<file path="src/hw/rtl/gbnm_pkg.sv">
// Package: shared constants, types and codes of the glyph block nearest match.
package gbnm_pkg;
	localparam int BLOCK_PIXELS = 64;
	localparam int MAX_GLYPHS = 128;
	localparam int PIX_W = $clog2(BLOCK_PIXELS);
	localparam int GLY_W = $clog2(MAX_GLYPHS);
	localparam int PSTORE_DEPTH = MAX_GLYPHS * BLOCK_PIXELS;
	localparam int PSTORE_AW = $clog2(PSTORE_DEPTH);
	localparam int SUM_W = 22;
	localparam int CODE_W = 21;
	localparam int MEAN_W = 16;
	localparam int CNT_W = 12;
	localparam int USE_W = 8;
	localparam int CMD_W = 2;
	localparam int CFG_IDX_W = 1;
	localparam int CFG_DATA_W = 12;
	localparam int GCNT_W = GLY_W + 1;

	localparam logic [CMD_W-1:0] CMD_LOAD_PIXEL = 2'd0;
	localparam logic [CMD_W-1:0] CMD_LOAD_CODE = 2'd1;
	localparam logic [CMD_W-1:0] CMD_SOURCE = 2'd2;

	localparam logic [CFG_IDX_W-1:0] REG_GLYPHS_IN_USE = 1'd0;
	localparam logic [CFG_IDX_W-1:0] REG_BLOCKS_PER_ROW = 1'd1;

	typedef struct packed {
		logic [CMD_W-1:0] command;
		logic [6:0] glyph_index;
		logic [5:0] pixel_index;
		logic [7:0] pixel_value;
		logic [CODE_W-1:0] code_point;
		logic block_last;
		logic picture_start;
	} in_word_t;

	typedef struct packed {
		logic [6:0] best_glyph;
		logic [CODE_W-1:0] best_code_point;
		logic [MEAN_W-1:0] mean_error;
		logic new_line;
	} out_word_t;

	typedef enum logic [2:0] {
		ST_IDLE, ST_ACCUM, ST_DRAIN, ST_PICK, ST_SETTLE, ST_CODE, ST_SEND
	} state_t;

	// Controller to datapath commands.
	typedef struct packed {
		logic take_in;
		logic sweep_start;
		logic sweep_step;
		logic pick_clear;
		logic code_read;
		logic code_latch;
		logic out_load;
	} cmd_t;

	// Datapath to controller status.
	typedef struct packed {
		logic last_glyph;
		logic pipe_empty;
	} sts_t;
endpackage

</file>
<file path="src/hw/rtl/gbnm_ctrl.sv">
// Controller: takes loads when idle, sweeps source words to accumulate or pick.
module gbnm_ctrl (
	input logic clk,
	input logic arst_n,
	input logic in_valid,
	input logic in_is_source,
	input logic in_last,
	input logic out_busy,
	input gbnm_pkg::sts_t sts,
	output logic in_ready,
	output gbnm_pkg::cmd_t cmd
);
	gbnm_pkg::state_t state_q, state_d;
	logic last_q;

	always_ff @(posedge clk or negedge arst_n) begin
		if (!arst_n) begin
			state_q <= gbnm_pkg::ST_IDLE;
			last_q <= 1'b0;
		end else begin
			state_q <= state_d;
			if (in_valid && in_ready) begin
				last_q <= in_last;
			end
		end
	end

	always_comb begin
		state_d = state_q;
		cmd = '0;
		in_ready = 1'b0;
		case (state_q)
			gbnm_pkg::ST_IDLE: begin
				in_ready = 1'b1;
				cmd.take_in = in_valid;
				if (in_valid && in_is_source) begin
					cmd.sweep_start = 1'b1;
					state_d = gbnm_pkg::ST_ACCUM;
				end
			end
			gbnm_pkg::ST_ACCUM: begin
				cmd.sweep_step = 1'b1;
				if (sts.last_glyph) begin
					state_d = gbnm_pkg::ST_DRAIN;
				end
			end
			gbnm_pkg::ST_DRAIN: begin
				if (sts.pipe_empty) begin
					if (last_q) begin
						cmd.sweep_start = 1'b1;
						cmd.pick_clear = 1'b1;
						state_d = gbnm_pkg::ST_PICK;
					end else begin
						state_d = gbnm_pkg::ST_IDLE;
					end
				end
			end
			gbnm_pkg::ST_PICK: begin
				cmd.sweep_step = 1'b1;
				if (sts.last_glyph) begin
					state_d = gbnm_pkg::ST_SETTLE;
				end
			end
			// Let the last glyph's compare land before the code fetch.
			gbnm_pkg::ST_SETTLE: begin
				state_d = gbnm_pkg::ST_CODE;
			end
			gbnm_pkg::ST_CODE: begin
				cmd.code_read = 1'b1;
				state_d = gbnm_pkg::ST_SEND;
			end
			gbnm_pkg::ST_SEND: begin
				if (!out_busy) begin
					cmd.code_latch = 1'b1;
					cmd.out_load = 1'b1;
					state_d = gbnm_pkg::ST_IDLE;
				end
			end
			default: state_d = gbnm_pkg::ST_IDLE;
		endcase
	end
endmodule

</file>
<file path="config.mk">
export PLATFORM = sky130hd
export DESIGN_NAME = gbnm_ctrl
export DESIGN_NICKNAME = d
export VERILOG_FILES = /design/src/hw/rtl/gbnm_pkg.sv /design/src/hw/rtl/gbnm_ctrl.sv
export SDC_FILE = /design/constraint.sdc
export NUM_CORES = 1
export LEC_CHECK = 0
export BUFFER_PORTS_ARGS = -buffer_cell sky130_fd_sc_hd__buf_2
export CAP_MARGIN = 20
export CELL_PAD_IN_SITES_DETAIL_PLACEMENT = 1
export CELL_PAD_IN_SITES_GLOBAL_PLACEMENT = 2
export CORE_MARGIN = 1
export CORE_UTILIZATION = 19
export DETAILED_ROUTE_END_ITERATION = 7
export PLACE_DENSITY = 0.72
export SYNTH_ARGS = -nofsm -noshare
export SYNTH_HDL_FRONTEND = slang
export SYNTH_SLANG_ARGS = --single-unit
</file>
<file path="constraint.sdc">
create_clock -name clk -period 1.3 [get_ports clk]
set_clock_uncertainty 0.1 [all_clocks]
set_input_delay 0.065 -clock clk [delete_from_list [all_inputs] [get_ports clk]]
set_output_delay 0.065 -clock clk [all_outputs]
set_load 0.01 [all_outputs]
</file>
==> metrics.txt <==
number of input and output port buffers inserted 15; IR Drop Worst-Case VDD roughly 700 uV; die area 1750 um^2; synthesized instance count 33; average routed wire per standard cell 13.3 um; top cells by area in the synthesized netlist sky130_fd_sc_hd__dfrtp_1, sky130_fd_sc_hd__buf_6, sky130_fd_sc_hd__nor2_1; share of layout cells above drive strength 1 roughly 63%; maximum level of the CTS H-tree 1; initial core utilization 20.3%; R2R Path Start state_q[2]$_DFFE_PN0P_; total detailed-routing wirelength 1010 um; fin worst setup slack -0.133 ns; violations in the final reports negative setup slack; critical register-to-register path endpoint last_q$_DFFE_PN0P_; clock transition at the registers of the reported paths roughly 0.04 ns; Post-Place Cell Area 429 um^2; clock root buffer sky130_fd_sc_hd__clkbuf_4; smallest hold slack between 0.07 and 0.08 ns; net count reported at finish 70; global router's overall resource usage 12.8%; launch point of the worst path state_q[2]$_DFFE_PN0P_; DRC violations left 0; RSZ-0062 raised after global routing yes; accumulated negative setup slack -0.490 ns; count of endpoints failing setup in the final report 7; Synth warnings 0; DR pass1 iterations 2; class of the tightest hold or removal check input pin to async pin; DRT antenna net count 0; cell leakage power 0.272 nW; highest fanout seen on the critical path 5; diodes inserted 0; insertion delay of the later-clocked pin in the worst-skew pair 0.25 ns; die boundary height 41.8 um; synthesized area slightly above 300 um^2; clock tree from TritonCTS done; category of the critical setup timing path register to register; Power Total 1.22 mW; Worst setup SP type register; synthesis-to-finish area growth 75.9%; top-level I/O count 16; Unique masters post-synth 24; area share of the largest cell type after synthesis 33.2%; part of the Yosys area used for sequential elements 33.2%; r2r worst-path depth 4; tightest slew margin relative to the limit 82.5%; first-pass GRT wire length 1620 um; vias after detailed routing 356; gp weighted congestion approximately 0.71; Design Area, Final around 530 um^2; end-of-flow core utilization 35.6%; half-perimeter wire length after placement ~730 um; actual transition at the worst max-transition pin 0.263 ns; final critical delay including setup and external delays ~1.4 ns; pin count of the biggest net entering global routing 7; power density normalized to cell area roughly 2300 nW/um^2; drt via density approximately 4.7; Clock Sink Count 4; outcome finished, violations left; number of DRC violations after detailed-routing iteration 0 2; clock tree buffer depth 2; Worst Setup End Kind register; fmax around 700 MHz; vias in the first global route 379; post-synthesis net count 41; Required @ worst endpoint between 1 and 1.5 ns; Place WS -0.0303 ns; antenna violations before repair 0; overflow left after global routing 0; number of rows in the core area 14; Arrival @ worst endpoint about 1.5 ns; maximum capacitance violations 0; cell taking the most area after synthesis sky130_fd_sc_hd__dfrtp_1; fillcell total 181; final worst-path cycle share 110%; number of storage elements in the synthesis netlist 4; Die Span X 41.8 um; worst reg-to-reg setup slack -0.13 ns; post-route insts no fill 76; clock buffer count from CTS 3; core region area 1490 um^2; number of placed instances with taps included 67; max-slew violations 0; Fin. Hold Viols 0; average cell area after synthesis 9.14 um^2
==> where the power goes <==
group | internal [mW] | switching [mW]
registers | 0.195 | 0.0889
clock network | 0.104 | 0.0627
logic | 0.455 | 0.316
==> cell usage in the layout (no fill, tap or decap), types with 2 or more instances in the layout <==
master	synthesis	layout
sky130_fd_sc_hd__dfrtp_2	0	3
sky130_fd_sc_hd__buf_2	1	14
sky130_fd_sc_hd__buf_4	1	9
sky130_fd_sc_hd__dlygate4sd3_1	0	3
sky130_fd_sc_hd__clkbuf_4	0	3
sky130_fd_sc_hd__nor2_1	5	4
sky130_fd_sc_hd__nand2_1	2	2
sky130_fd_sc_hd__buf_6	2	2
==> state kept, by name, indices dropped and copies added, names as in the netlist <==
name     flops
state_q      3
last_q       1
==> area by class of cell <==
type / count / area, um^2 / share of cell area (%)
Tap cell: 16 / 20.0 / 3.77
Clock buffer: 3 / 22.5 / 4.25
Timing Repair Buffer: 28 / 190 / 35.8
Sequential cell: 4 / 104 / 19.6
Multi-Input combinational cell: 24 / 190 / 35.8
Inverter: 1 / 3.75 / 0.708
==> kinds of logic (layout without fill, tap and decap cells) <==
group                  count (synthesis)  count (layout)  synth area share, %
flip-flops                             4               4                 33.2
multiplexers                           1               1                 3.73
AO/OA/AOI/OAI                          7               7                 17.0
AND/OR/NAND/NOR                       15              15                 30.3
XOR/XNOR                               1               1                 2.91
buffers and inverters                  5              32                 12.9
==> timing repair <==
item,4_1_cts,5_1_grt
gates resized for setup,6,2
hold buffers,3,0
hold endpoints to repair,6,0
setup buffers,0,3
pin swaps,2,1
endpoints found under the setup margin,9,10
==> worst max-delay path by stage <==
stage / to / cells past startpoint / slack (ns)
6_report: last_q$_DFFE_PN0P_ / 4 / -0.13
5_1_grt: last_q$_DFFE_PN0P_ / 4 / -0.19
4_1_cts: cmd[5] / 5 / -0.11
3_5_place_dp: last_q$_DFFE_PN0P_ / 3 / -0.03
3_3_place_gp: last_q$_DFFE_PN0P_ / 3 / 0.02
2_1_floorplan: last_q$_DFFE_PN0P_ / 4 / -0.1
==> critical path, stage by stage, from the launching register on <==
cell and delay (ns):
sky130_fd_sc_hd__dfrtp_2 0.42, sky130_fd_sc_hd__buf_4 0.15, sky130_fd_sc_hd__nor3_4 0.18, sky130_fd_sc_hd__and2_4 0.18, sky130_fd_sc_hd__mux2_4 0.29
==> cell usage after synthesis (all sizes together) <==
master  count
a21o        1
a21oi       1
a221oi      1
a22o        1
a31oi       1
a32o        1
and2        1
and4b       1
buf         4
dfrtp       4
inv         1
mux2        1
nand2       2
nand2b      1
nand3b      1
nor2        5
nor2b       1
nor3        1
nor3b       1
o21ai       1
or3b        1
xnor2       1
==> routing by layer <==
layer  routed length, um  global-route usage (%)
met1                 387                    12.9
met4                  42                    11.0
met2                 526                    21.9
met5                   0                       0
met3                  57                    3.04
No activity file was read; power rests on OpenSTA's default activity.
